===== config.mk =====
export PLATFORM = sky130hd
export DESIGN_NAME = tick_timer_bank_button_debounce
export DESIGN_NICKNAME = d
export VERILOG_FILES = /design/src/design/ttb_pkg.sv /design/src/design/ttb_timer_store.sv /design/src/design/ttb_debounce.sv /design/src/design/tick_timer_bank_button_debounce.sv
export SDC_FILE = /design/constraint.sdc
export NUM_CORES = 1
export LEC_CHECK = 0
export ABC_AREA = 1
export BUFFER_PORTS_ARGS = -buffer_cell sky130_fd_sc_hd__buf_4
export CORE_MARGIN = 4
export CORE_UTILIZATION = 45
export DETAILED_ROUTE_END_ITERATION = 8
export PLACE_DENSITY_LB_ADDON = 0.08
export SYNTH_ARGS = -nofsm -noshare
export SYNTH_HDL_FRONTEND = slang
export SYNTH_SLANG_ARGS = --single-unit

===== constraint.sdc =====
create_clock -name aclk -period 4.7 [get_ports aclk]
set_input_delay 0.705 -clock aclk [delete_from_list [all_inputs] [get_ports aclk]]
set_output_delay 0.705 -clock aclk [all_outputs]
set_load 0.01 [all_outputs]

===== src/design/ttb_pkg.sv =====
`timescale 1ns / 1ps

package ttb_pkg;

    // operation codes carried in tuser
    localparam logic OP_TICK = 1'b0;
    localparam logic OP_LOAD = 1'b1;

    // bank select carried in tuser
    localparam logic BANK_FAST = 1'b0;
    localparam logic BANK_SLOW = 1'b1;

    // configuration register indexes
    localparam logic [2:0] REG_STARTUP_RELOAD   = 3'd0;
    localparam logic [2:0] REG_STARTUP_SLOT     = 3'd1;
    localparam logic [2:0] REG_PRESS_TICKS      = 3'd2;
    localparam logic [2:0] REG_LONG_PRESS_TICKS = 3'd3;
    localparam logic [2:0] REG_RELEASE_TICKS    = 3'd4;

    // configuration reset values
    localparam logic [15:0] STARTUP_RELOAD_RST   = 16'd1000;
    localparam logic [2:0]  STARTUP_SLOT_RST     = 3'd0;
    localparam logic [7:0]  PRESS_TICKS_RST      = 8'd3;
    localparam logic [7:0]  LONG_PRESS_TICKS_RST = 8'd200;
    localparam logic [7:0]  RELEASE_TICKS_RST    = 8'd3;

    // slow tick every tenth millisecond tick
    localparam logic [3:0] PRESCALE_LAST = 4'd9;

    // debounce counters saturate here
    localparam logic [7:0] COUNT_CAP = 8'd250;

    typedef struct packed {
        logic press;
        logic long_press;
        logic released;
    } btn_flags_t;

endpackage


===== src/design/ttb_timer_store.sv =====
`timescale 1ns / 1ps

module ttb_timer_store #(
    parameter int DEPTH = 16,
    parameter int AW    = 4,
    parameter int TW    = 16
) (
    input  logic          aclk,
    input  logic          aresetn,
    input  logic          rd_en,
    input  logic [AW-1:0] rd_addr,
    output logic [TW-1:0] rd_data,
    input  logic          wr_en,
    input  logic [AW-1:0] wr_addr,
    input  logic [TW-1:0] wr_data
);

    logic [TW-1:0]    mem_reg [DEPTH];
    logic [DEPTH-1:0] vld_reg;
    logic [TW-1:0]    rd_data_reg;
    logic             rd_vld_reg;

    // payload storage, no reset
    always_ff @(posedge aclk) begin
        if (wr_en) begin
            mem_reg[wr_addr] <= wr_data;
        end
        if (rd_en) begin
            rd_data_reg <= mem_reg[rd_addr];
        end
    end

    // per-entry valid bits stand in for the all-zero reset
    always_ff @(posedge aclk) begin
        if (!aresetn) begin
            vld_reg    <= '0;
            rd_vld_reg <= 1'b0;
        end else begin
            if (wr_en) begin
                vld_reg[wr_addr] <= 1'b1;
            end
            if (rd_en) begin
                rd_vld_reg <= vld_reg[rd_addr];
            end
        end
    end

    assign rd_data = rd_vld_reg ? rd_data_reg : '0;

endmodule


===== src/design/ttb_debounce.sv =====
`timescale 1ns / 1ps

module ttb_debounce (
    input  logic                aclk,
    input  logic                aresetn,
    input  logic                fire,
    input  logic                pressed,
    input  logic [7:0]          press_ticks,
    input  logic [7:0]          long_press_ticks,
    input  logic [7:0]          release_ticks,
    output ttb_pkg::btn_flags_t flags
);

    logic [7:0]          pressed_cnt_reg, pressed_cnt_next;
    logic [7:0]          released_cnt_reg, released_cnt_next;
    ttb_pkg::btn_flags_t flags_reg, flags_next;
    logic [7:0]          pressed_inc;
    logic [7:0]          released_inc;

    // saturating counts
    assign pressed_inc  = (pressed_cnt_reg < ttb_pkg::COUNT_CAP) ?
                          pressed_cnt_reg + 8'd1 : pressed_cnt_reg;
    assign released_inc = (released_cnt_reg < ttb_pkg::COUNT_CAP) ?
                          released_cnt_reg + 8'd1 : released_cnt_reg;

    always_comb begin
        pressed_cnt_next  = pressed_cnt_reg;
        released_cnt_next = released_cnt_reg;
        flags_next        = flags_reg;
        if (fire) begin
            if (pressed) begin
                pressed_cnt_next = pressed_inc;
                if (pressed_inc >= press_ticks) begin
                    released_cnt_next   = 8'd0;
                    flags_next.released = 1'b0;
                    flags_next.press    = 1'b1;
                end
                if (pressed_inc >= long_press_ticks) begin
                    flags_next.long_press = 1'b1;
                end
            end else begin
                released_cnt_next = released_inc;
                if (released_inc >= release_ticks) begin
                    flags_next.press      = 1'b0;
                    flags_next.long_press = 1'b0;
                    flags_next.released   = 1'b1;
                    pressed_cnt_next      = 8'd0;
                end
            end
        end
    end

    always_ff @(posedge aclk) begin
        if (!aresetn) begin
            pressed_cnt_reg  <= 8'd0;
            released_cnt_reg <= 8'd0;
            flags_reg        <= '0;
        end else begin
            pressed_cnt_reg  <= pressed_cnt_next;
            released_cnt_reg <= released_cnt_next;
            flags_reg        <= flags_next;
        end
    end

    assign flags = flags_reg;

endmodule


===== src/design/tick_timer_bank_button_debounce.sv =====
`timescale 1ns / 1ps
// sequence: a load word shows its result in the cycle after acceptance; a tick word passes
//   S_SWEEP (slow timers too on every tenth tick), S_DEB_RD, S_DEB, S_RES_RD, S_RES, S_OUT
// flow: one word at a time, the next taken only after the result is accepted, set by the
//   single decrementer walking the timer ram
// reset: aresetn synchronous active low; timers, prescaler, debounce state and configuration
//   registers return to their reset values at once, no clearing pass

module tick_timer_bank_button_debounce #(
    parameter int FAST_TIMER_COUNT = 8,
    parameter int SLOW_TIMER_COUNT = 8,
    parameter int TIMER_WIDTH      = 16
) (
    input  logic        aclk,
    input  logic        aresetn,
    // configuration write port
    input  logic        cfg_we,
    input  logic [2:0]  cfg_index,
    input  logic [15:0] cfg_wdata,
    // input words
    input  logic        s_tvalid,
    output logic        s_tready,
    input  logic [23:0] s_tdata,   // timer_index[2:0], load_value[18:3], button_level[19], zero pad
    input  logic [1:0]  s_tuser,   // operation[0], bank[1]
    // result words
    output logic        m_tvalid,
    input  logic        m_tready,
    output logic [23:0] m_tdata    // timer_value[15:0], timer_expired[16], press_flag[17],
                                   // long_press_flag[18], released_flag[19], zero pad
);

    localparam int DEPTH = FAST_TIMER_COUNT + SLOW_TIMER_COUNT;
    localparam int AW    = $clog2(DEPTH);
    localparam int TW    = TIMER_WIDTH;

    // one-hot sequencer states
    typedef enum logic [8:0] {
        S_IDLE   = 9'b000000001,
        S_SWEEP  = 9'b000000010,
        S_DEB_RD = 9'b000000100,
        S_DEB    = 9'b000001000,
        S_RES_RD = 9'b000010000,
        S_RES    = 9'b000100000,
        S_OUT    = 9'b001000000,
        S_SPARE0 = 9'b010000000,
        S_SPARE1 = 9'b100000000
    } state_t;

    state_t state_reg, state_next;

    // configuration registers
    logic [15:0] startup_reload_reg;
    logic [2:0]  startup_slot_reg;
    logic [7:0]  press_ticks_reg;
    logic [7:0]  long_press_ticks_reg;
    logic [7:0]  release_ticks_reg;

    // sequencer registers
    logic [3:0]    prescale_reg, prescale_next;
    logic          slow_reg, slow_next;
    logic [AW-1:0] ptr_reg, ptr_next;
    logic [AW-1:0] end_reg, end_next;
    logic [AW-1:0] addr_reg, addr_next;
    logic          slot_ok_reg, slot_ok_next;
    logic          button_reg, button_next;
    logic          deb_en_reg, deb_en_next;
    logic [TW-1:0] res_value_reg, res_value_next;

    // input word fields
    logic          in_op;
    logic          in_bank;
    logic [2:0]    in_idx;
    logic [15:0]   in_load;
    logic          in_button;
    logic          in_slot_ok;
    logic [AW-1:0] in_addr;
    logic [TW-1:0] load_masked;

    // timer ram port and shared decrementer
    logic          rd_en;
    logic [AW-1:0] rd_addr;
    logic [TW-1:0] rd_data;
    logic          wr_en;
    logic [AW-1:0] wr_addr;
    logic [TW-1:0] wr_data;
    logic [TW-1:0] dec_value;

    // button window
    logic                window_ok;
    logic [AW-1:0]       startup_addr;
    logic [TW-1:0]       reload_masked;
    logic                deb_fire;
    ttb_pkg::btn_flags_t flags;

    assign in_op     = s_tuser[0];
    assign in_bank   = s_tuser[1];
    assign in_idx    = s_tdata[2:0];
    assign in_load   = s_tdata[18:3];
    assign in_button = s_tdata[19];

    // fast timers sit at the bottom of the ram, slow timers above them
    assign in_slot_ok = (in_bank == ttb_pkg::BANK_FAST) ?
                        (int'(in_idx) < FAST_TIMER_COUNT) :
                        (int'(in_idx) < SLOW_TIMER_COUNT);
    assign in_addr    = (in_bank == ttb_pkg::BANK_FAST) ? AW'(in_idx) :
                        AW'(FAST_TIMER_COUNT) + AW'(in_idx);
    assign load_masked   = TW'(in_load);
    assign reload_masked = TW'(startup_reload_reg);

    assign window_ok    = int'(startup_slot_reg) < SLOW_TIMER_COUNT;
    assign startup_addr = AW'(FAST_TIMER_COUNT) + AW'(startup_slot_reg);

    // the shared decrementer: decrement unless already expired
    assign dec_value = (rd_data == '0) ? rd_data : rd_data - TW'(1);

    // configuration writes, unknown indexes ignored
    always_ff @(posedge aclk) begin
        if (!aresetn) begin
            startup_reload_reg   <= ttb_pkg::STARTUP_RELOAD_RST;
            startup_slot_reg     <= ttb_pkg::STARTUP_SLOT_RST;
            press_ticks_reg      <= ttb_pkg::PRESS_TICKS_RST;
            long_press_ticks_reg <= ttb_pkg::LONG_PRESS_TICKS_RST;
            release_ticks_reg    <= ttb_pkg::RELEASE_TICKS_RST;
        end else if (cfg_we) begin
            case (cfg_index)
                ttb_pkg::REG_STARTUP_RELOAD:   startup_reload_reg   <= cfg_wdata;
                ttb_pkg::REG_STARTUP_SLOT:     startup_slot_reg     <= cfg_wdata[2:0];
                ttb_pkg::REG_PRESS_TICKS:      press_ticks_reg      <= cfg_wdata[7:0];
                ttb_pkg::REG_LONG_PRESS_TICKS: long_press_ticks_reg <= cfg_wdata[7:0];
                ttb_pkg::REG_RELEASE_TICKS:    release_ticks_reg    <= cfg_wdata[7:0];
                default: ;
            endcase
        end
    end

    // sequencer
    always_comb begin
        state_next     = state_reg;
        prescale_next  = prescale_reg;
        slow_next      = slow_reg;
        ptr_next       = ptr_reg;
        end_next       = end_reg;
        addr_next      = addr_reg;
        slot_ok_next   = slot_ok_reg;
        button_next    = button_reg;
        deb_en_next    = deb_en_reg;
        res_value_next = res_value_reg;
        rd_en          = 1'b0;
        rd_addr        = '0;
        wr_en          = 1'b0;
        wr_addr        = '0;
        wr_data        = '0;
        deb_fire       = 1'b0;
        case (state_reg)
            S_IDLE: begin
                if (s_tvalid) begin
                    addr_next    = in_addr;
                    slot_ok_next = in_slot_ok;
                    button_next  = in_button;
                    if (in_op == ttb_pkg::OP_LOAD) begin
                        // load: one write if the slot exists, no tick
                        wr_en          = in_slot_ok;
                        wr_addr        = in_addr;
                        wr_data        = load_masked;
                        res_value_next = in_slot_ok ? load_masked : '0;
                        state_next     = S_OUT;
                    end else begin
                        // tick: advance prescaler, start walking the ram at entry 0
                        if (prescale_reg == ttb_pkg::PRESCALE_LAST) begin
                            prescale_next = 4'd0;
                            slow_next     = 1'b1;
                            end_next      = AW'(DEPTH - 1);
                        end else begin
                            prescale_next = prescale_reg + 4'd1;
                            slow_next     = 1'b0;
                            end_next      = AW'(FAST_TIMER_COUNT - 1);
                        end
                        rd_en      = 1'b1;
                        rd_addr    = '0;
                        ptr_next   = '0;
                        state_next = S_SWEEP;
                    end
                end
            end
            S_SWEEP: begin
                // write back entry ptr while the next one is read
                wr_en   = 1'b1;
                wr_addr = ptr_reg;
                wr_data = dec_value;
                if (ptr_reg == end_reg) begin
                    state_next = S_DEB_RD;
                end else begin
                    rd_en    = 1'b1;
                    rd_addr  = ptr_reg + AW'(1);
                    ptr_next = ptr_reg + AW'(1);
                end
            end
            S_DEB_RD: begin
                deb_en_next = slow_reg && window_ok;
                rd_en       = slow_reg && window_ok;
                rd_addr     = startup_addr;
                state_next  = S_DEB;
            end
            S_DEB: begin
                // window open while the startup timer is still running
                if (deb_en_reg && (rd_data != '0)) begin
                    deb_fire = 1'b1;
                    if (button_reg) begin
                        wr_en   = 1'b1;
                        wr_addr = startup_addr;
                        wr_data = reload_masked;
                    end
                end
                state_next = S_RES_RD;
            end
            S_RES_RD: begin
                rd_en      = slot_ok_reg;
                rd_addr    = addr_reg;
                state_next = S_RES;
            end
            S_RES: begin
                res_value_next = slot_ok_reg ? rd_data : '0;
                state_next     = S_OUT;
            end
            S_OUT: begin
                if (m_tready) begin
                    state_next = S_IDLE;
                end
            end
            default: begin
                state_next = S_IDLE;
            end
        endcase
    end

    always_ff @(posedge aclk) begin
        if (!aresetn) begin
            state_reg    <= S_IDLE;
            prescale_reg <= 4'd0;
            slow_reg     <= 1'b0;
            ptr_reg      <= '0;
            end_reg      <= '0;
            slot_ok_reg  <= 1'b0;
            deb_en_reg   <= 1'b0;
        end else begin
            state_reg    <= state_next;
            prescale_reg <= prescale_next;
            slow_reg     <= slow_next;
            ptr_reg      <= ptr_next;
            end_reg      <= end_next;
            slot_ok_reg  <= slot_ok_next;
            deb_en_reg   <= deb_en_next;
        end
    end

    // payload registers
    always_ff @(posedge aclk) begin
        addr_reg      <= addr_next;
        button_reg    <= button_next;
        res_value_reg <= res_value_next;
    end

    ttb_timer_store #(
        .DEPTH (DEPTH),
        .AW    (AW),
        .TW    (TW)
    ) u_store (
        .aclk    (aclk),
        .aresetn (aresetn),
        .rd_en   (rd_en),
        .rd_addr (rd_addr),
        .rd_data (rd_data),
        .wr_en   (wr_en),
        .wr_addr (wr_addr),
        .wr_data (wr_data)
    );

    ttb_debounce u_debounce (
        .aclk             (aclk),
        .aresetn          (aresetn),
        .fire             (deb_fire),
        .pressed          (button_reg),
        .press_ticks      (press_ticks_reg),
        .long_press_ticks (long_press_ticks_reg),
        .release_ticks    (release_ticks_reg),
        .flags            (flags)
    );

    // handshake and result word
    assign s_tready = (state_reg == S_IDLE);
    assign m_tvalid = (state_reg == S_OUT);
    assign m_tdata  = {4'd0, flags.released, flags.long_press, flags.press,
                       (res_value_reg == '0), 16'(res_value_reg)};

    // never takes a word while a result is pending
    assert property (@(posedge aclk) disable iff (!aresetn)
        !(s_tready && m_tvalid))
        else $error("input taken while result pending");

    // a result appears only after a load or after the result read
    assert property (@(posedge aclk) disable iff (!aresetn)
        $rose(m_tvalid) |-> ($past(state_reg) == S_RES || $past(state_reg) == S_IDLE))
        else $error("result word without completed sequence");

    // sweep pointer stays within the walked range
    assert property (@(posedge aclk) disable iff (!aresetn)
        (state_reg == S_SWEEP) |-> (ptr_reg <= end_reg))
        else $error("sweep pointer past end");

    // prescaler stays below ten
    assert property (@(posedge aclk) disable iff (!aresetn)
        prescale_reg <= ttb_pkg::PRESCALE_LAST)
        else $error("prescaler out of range");

    // debouncer only runs on a slow tick
    assert property (@(posedge aclk) disable iff (!aresetn)
        deb_fire |-> slow_reg)
        else $error("debounce outside slow tick");

endmodule

==> results.md, run 1 <==
- Outcome: finished clean
- Initial Utilization: 0.460
- Ys Warns: 0
- WL/cell: 19.4 microns
- Die Height: 205 microns
- Critical R2R Capture: u_store.mem_reg[2][15]
- Sequential share of the synthesized area: 0.616
- Crit share post-route: 0.751
- Buf/Inv on CP: 3
- DRT antenna net count: 0
- Total clock sinks: approximately 400
- Global route overflow: 0
- Die Area: between 40,000 and 50,000 sq um
- Worst r2r path cells: 13
- Reg2reg start: u_store.rd_vld_reg
- RSZ-0062 raised after global routing: false
- Clk buf depth: 3
- Vias: 12,229
- Share of cells above drive strength 1: 0.137
- Commonest register cell after synthesis: edfxtp_1
- Pins over their slew limit: 0
- Crit path max-delay family: simple AND/OR/NAND/NOR gates
- CTS Buf Count: 43
- Switching share of power: 0.224
- Internal power: 5850 uW
- Clk slew on worst S/H paths: 0.06 ns
- Clk pwr share: 0.431
- Hold Path End: button_reg
- Slowest CP cell: dfxtp_1
- VDD IR max: around 0.34 mV
- Mapped Cells: 1,673
- Htree depth: 2
- Row count: 71
- Post-synth EDFFs: 293
- Worst hold margin: 0.324 ns
- Fin area: 19,900 sq um
- DRT iter0 DRCs: about 740
- Critical Path AT: 3.72 ns
- Hold Path Depth: 1
- Setup CP Type: flip-flop to flip-flop
- # IOs: 76
- Worst setup EP type: flip-flop
- PortBufs: 67
- Minimum clock period: 3.53 ns
- Largest net degree at the start of global routing: 82
- Max-cap viol count: 0
- Crit path required time: 4.89 ns
- Synth cell types: 48
- CTS Hold Bufs: 0
- Core Box Area: 38,000 sq um
- Sequential Area: 10,800 sq um
- Placed inst area: 18,500 sq um
- Fmax: roughly 0.28 GHz
- Antenna violations before repair: 0
- Most common cell after layout, fill and taps aside: edfxtp_1
- CP peak stage delay: 0.73 ns
- Synth async-reset ratio: 0
- Worst-Margin Slew: 1.33 ns
- Routed WL: roughly 44,000 microns
- Min-delay src: s_tdata[19]
- Comb pwr share: 0.060
- DIE WIDTH: 205 microns
- CTS tree: yes
- Post-CTS setup buffer count: 0
- First-pass GRT wire length: ~70,000 microns
- Cell chosen for the clock root: clkbuf_16
- CP startpoint kind: flip-flop
- Fin. Hold Viols: 0
- GP Congestion: 0.835
- Net Sw Power: 1680 uW
- Drt first pass iters: 5
- Average cell area after synthesis: 10.4 sq um
- Flop pwr share: 0.509
- Fill cell count: 3,421
- Multi-input combinational cell area: 5700 sq um
- Number of global-route vias before repair: 11,705
- Power Density: 379 nW/um^2
- Nets: roughly 1,800
- Area grow syn2layout: 13.6%
- # DRC: 0
- R2R setup slack: ~1.2 ns
- Clk_lat worst skew: 0.57 ns
- Total GRT Usage: 0.211
- DPL Wire Length: 27,900 microns
- Yosys reg bits: approximately 400
- Most frequent cells in the layout: 293 x edfxtp_1, 219 x nand2_1, 151 x inv_1, 145 x nand3_1, 129 x nor2_1
- Slew HR: 0.110
- Critical Path Fanout Max: 18
- PnR Total Power: 7530 uW
- Setup TNS: 0 ns
- Critical path, cell by cell: nand2_1 -> ha_1 -> nand2_1 -> nor2_2 -> nand2_2 -> nand2_2 -> inv_2 -> nand2_2 -> o21ai_4 -> inv_1 -> nor2_2 -> nand2_1 -> inv_1
- Syn Std Cell Area: 17,500 sq um
- Max reg flops: 256
- Setup-failing EPs final: 0
- Via/cell ratio: 5.35
- Worst hold-check path type: input port to flip-flop
- Pleak: 0.00731 uW
- Final clock skew: 0.0141 ns
- Post-CTS Resized: 0
-- final cells by class --
cell class | instances | share of cell area
Inverter | 167 | 0.0317
Clock buffer | 61 | 0.0611
Multi-Input combinational cell | 1037 | 0.287
Antenna cell | 1 | 0.000126
Clock inverter | 16 | 0.00699
Sequential cell | 391 | 0.542
Tap cell | 511 | 0.0322
Timing Repair Buffer | 100 | 0.0391
-- cell usage after synthesis (15+ instances only) --
library cell  count  area share
a21oi_1          83       0.024
buf_2            29      0.0083
clkbuf_1         34      0.0073
dfxtp_1          98        0.11
edfxtp_1        293        0.50
ha_1             28       0.020
inv_1           151       0.032
nand2_1         219       0.047
nand2_2          15      0.0054
nand3_1         145       0.042
nor2_1          130       0.028
nor3_1           16      0.0046
o211ai_1        126       0.054
o21ai_0         115       0.033
or2_0            40       0.014
or2_1            15      0.0054
or2_2            27      0.0097
-- power by group through the flow --
stage,sequential [uW],combinational (uW),clock (uW)
finish,3830,450,3250
global route,3840,504,3460
CTS,3830,449,3320
detailed placement,3910,447,0
global placement,3900,443,0
floorplan,3890,293,0
-- how the worst max path moves through the flow --
stage / from / endpoint / cells after the start
floorplan: u_store.rd_vld_reg / u_store.mem_reg[4][0] / 13
global placement: u_store.rd_vld_reg / u_store.mem_reg[2][8] / 13
detailed placement: u_store.rd_vld_reg / u_store.mem_reg[2][8] / 13
CTS: u_store.rd_vld_reg / u_store.mem_reg[2][6] / 13
global route: u_store.rd_vld_reg / u_store.mem_reg[2][8] / 14
finish: u_store.rd_vld_reg / u_store.mem_reg[2][15] / 13
-- logic make-up (layout without fill, tap and decap cells) --
group / after synthesis / after routing / share of synthesized area
compound gates: 352 / 352 / 0.124
xor+xnor: 10 / 10 / 0.00501
fa+ha+maj: 28 / 28 / 0.0200
buf+inv: 248 / 344 / 0.0609
flops: 391 / 391 / 0.616
mux: 1 / 1 / 0.000644
other cells: 1 / 5 / 0.000215
simple gates: 642 / 642 / 0.173
-- stage by stage --
stage,utilization,std cells,setup slack [ns]
after floorplan,-,1676,1.53
after global placement,0.486,2205,1.23
after detailed placement,0.486,2205,1.16
after CTS,0.522,2282,1.15
after global routing,0.522,2283,0.806
final,0.522,2284,1.17
-- per-layer routing --
metal  global-route usage  wire, microns  up-vias
li1                     -              -     6012
met1                0.314          21400     5830
met2                0.319          19300      328
met3               0.0377           2800       59
met4               0.0565            963        0
met5                    0              0        -
-- worst reg2reg max path, cell delays in order (launching register included) --
cell and delay (ns):
dfxtp_1 0.73, nand2_1 0.16, ha_1 0.27, nand2_1 0.14
nor2_2 0.07, nand2_2 0.21, nand2_2 0.13, inv_2 0.10
nand2_2 0.07, o21ai_4 0.27, inv_1 0.09, nor2_2 0.18
nand2_1 0.10, inv_1 0.63
(Power assumes the default switching activity.)
==> run 2, diff against run 1 <==
==> constraint.sdc (replaced) <==
create_clock -name aclk -period 3.3 [get_ports aclk]
set_input_delay 0.495 -clock aclk [delete_from_list [all_inputs] [get_ports aclk]]
set_output_delay 0.495 -clock aclk [all_outputs]
set_load 0.01 [all_outputs]
==> run 2 against run 1 <==
Fmax increased by 20%. Largest cell class unchanged. Non-clock buffer count increased by 19. Die area unchanged. Sequential share of layout area decreased by 1.1 points. Count of clock-buffer cells in the layout decreased by 5. Cell count increased by 0.92%. Via count increased by 2.1%.
==> results.md, run 2 (synthesis results as in run 1) <==
- Outcome: finished clean
- Share of cells above drive strength 1: 0.150 (+0.0128)
- # DRC: 0 (unchanged)
- Pleak: 0.00751 uW (+2.6%)
- Clk slew on worst S/H paths: 0.06 ns (about the same)
- Setup CP Type: flip-flop to flip-flop
- Critical path, cell by cell: buf_4 -> nand2_1 -> nand2_1 -> nor2_1 -> nand2_1 -> nor2_2 -> nand2_2 -> nand2_2 -> nor2_4 -> nand2_1 -> nand2_2 -> inv_2 -> nor2_4 -> nand2_1 -> inv_1 -> buf_4
- Minimum clock period: 2.93 ns (-0.597 ns)
- Core Util, Final: 0.533 (+0.0105)
- Core Box Area: 38,000 sq um (unchanged)
- Fin. Hold Viols: 0 (unchanged)
- Slowest CP cell: dfxtp_1
- CTS tree: yes
- RSZ-0062 raised after global routing: false
- Routed WL: 45,800 microns (+3.0%)
- PortBufs: 67 (unchanged)
- Htree depth: 2 (unchanged)
- Global route overflow: 0 (unchanged)
- Crit path required time: 3.53 ns (-1.36 ns)
- Slew HR: 0.0875 (-0.0225)
- Fmax: 0.341 GHz (+20%)
- Worst-Margin Slew: 1.36 ns (+0.0335 ns)
- Nets: 1,838 (+1.1%)
- Drt first pass iters: 5 (unchanged)
- Critical Path AT: 3.16 ns (-0.56 ns)
- Most common cell after layout, fill and taps aside: edfxtp_1
- Worst setup EP type: flip-flop
- Die Area: 42,100 sq um (unchanged)
- Critical Path Fanout Max: 16 (-2)
- CP startpoint kind: flip-flop
- Total clock sinks: 391 (unchanged)
- Pins over their slew limit: 0 (unchanged)
- Clk buf depth: 3 (unchanged)
- Vias: 12,490 (+2.1%)
- Crit share post-route: 0.889 (+0.138)
- DIE WIDTH: 205 microns (unchanged)
- R2R setup slack: 0.37 ns (-0.80 ns)
- Inserted Diodes: 0 (-1)
- Max reg flops: 256 (unchanged)
- VDD IR max: 0.420 mV (+22%)
- Final clock skew: 0.0275 ns (+0.0134 ns)
- Worst hold-check path type: input port to flip-flop
- DPL Wire Length: 28,300 microns (+1.7%)
- Largest net degree at the start of global routing: 84 (+2.4%)
- CP peak stage delay: 0.40 ns (-0.33 ns)
- Clk_lat worst skew: 0.58 ns (about the same)
- Most frequent cells in the layout: 293 x edfxtp_1, 219 x nand2_1, 151 x inv_1, 145 x nand3_1, 129 x nor2_1
- DRT iter0 DRCs: 944 (+28%)
- Setup TNS: 0 ns (unchanged)
- Die Height: 205 microns (unchanged)
- Worst hold margin: 0.115 ns (-0.209 ns)
- PnR Total Power: 11,100 uW (+47%)
- Max-cap viol count: 0 (unchanged)
- DRT antenna net count: 0 (unchanged)
- Cell with the most instances on the worst path: nand2_1
- Dpl ws: 0.304 ns (-0.861 ns)
- First-pass GRT wire length: 70,800 microns (+3.8%)
- # IOs: 76 (unchanged)
- Number of global-route vias before repair: 12,134 (+3.7%)
- Via/cell ratio: 5.42 (+1.2%)
- Cell chosen for the clock root: clkbuf_16
- Total GRT Usage: 0.219 (+0.00850)
- Initial Utilization: 0.460 (unchanged)
- Buf/Inv on CP: 4 (+1)
- Row count: 71 (unchanged)
- Setup-failing EPs final: 0 (unchanged)
- Power Density: 546 nW/um^2 (+44%)
- CTS Buf Count: 44 (+2.3%)
- Post-CTS Resized: 0 (unchanged)
- WL/cell: 19.9 microns (+2.1%)
- Antenna violations before repair: 1 (+1)
- GP Congestion: 0.872 (+4.4%)
- Crit path max-delay family: simple AND/OR/NAND/NOR gates
- Final Worst Setup Slack: 0.366 ns (-0.803 ns)
- Area grow syn2layout: 15.9%
## run 2: cell types whose count changed in the layout (fill, tap and decap cells not counted), sizes merged
cell / previous run / this run
buf: 100 / 119
bufinv: 2 / 5
clkinv: 14 / 18
clkbuf: 61 / 56
diode: 1 / 0
inv: 166 / 167
## run 2: what timing repair did
item | in CTS | in global routing
hold buffers | 0 | 0
setup buffers | 0 | 1
setup endpoints to repair | 0 | 16
## run 2: stage by stage
stage	area, sq um	std cells
finish	20300	2305
global route	20300	2305
CTS	20200	2304
detailed placement	18800	2224
global placement	18800	2224
floorplan	17500	1676
## run 2: final cells by class
cell class                 count  area [sq um]
fill                        3430         17800
sequential                   391         10800
multi-input combinational   1037          5690
clock buffer                  56          1180
timing repair buffer         119          1090
tap                          511           639
inverter                     167           629
clock inverter                24           264
## run 2: layer usage
layer  part of all wire  wire [microns]  track usage  up-vias
met5           0.000044               2            0        -
met4              0.027            1240       0.0636        2
met3              0.055            2500       0.0374       77
met2               0.45           20700        0.350      358
met1               0.46           21300        0.310     6002
li1                   -               -            -     6051
## run 2: worst reg2reg max path: stages (launching register included)
cell     delay, ns
dfxtp_1       0.40
buf_4         0.25
nand2_1       0.19
nand2_1       0.13
nor2_1        0.04
nand2_1       0.07
nor2_2        0.04
nand2_2       0.21
nand2_2       0.13
nor2_4        0.22
nand2_1       0.10
nand2_2       0.18
inv_2         0.08
nor2_4        0.12
nand2_1       0.09
inv_1         0.06
buf_4         0.28
## run 2: report_power, final
part / leakage, uW / total, uW / switching, uW / internal [uW]
Clock: 0.000711 / 4920 / 2000 / 2930
Sequential: 0.00338 / 5450 / 41.6 / 5410
Combinational: 0.00341 / 680 / 464 / 216
Total: 0.00751 / 11100 / 2500 / 8550
## run 2: worst paths after layout
check	start	to	cells after the start
max	u_store.rd_vld_reg	u_store.mem_reg[7][2]	16
min	s_tdata[19]	button_reg	1
max reg2reg	u_store.rd_vld_reg	u_store.mem_reg[7][2]	16
min reg2reg	u_debounce.flags[0]	u_debounce.flags[0]	2
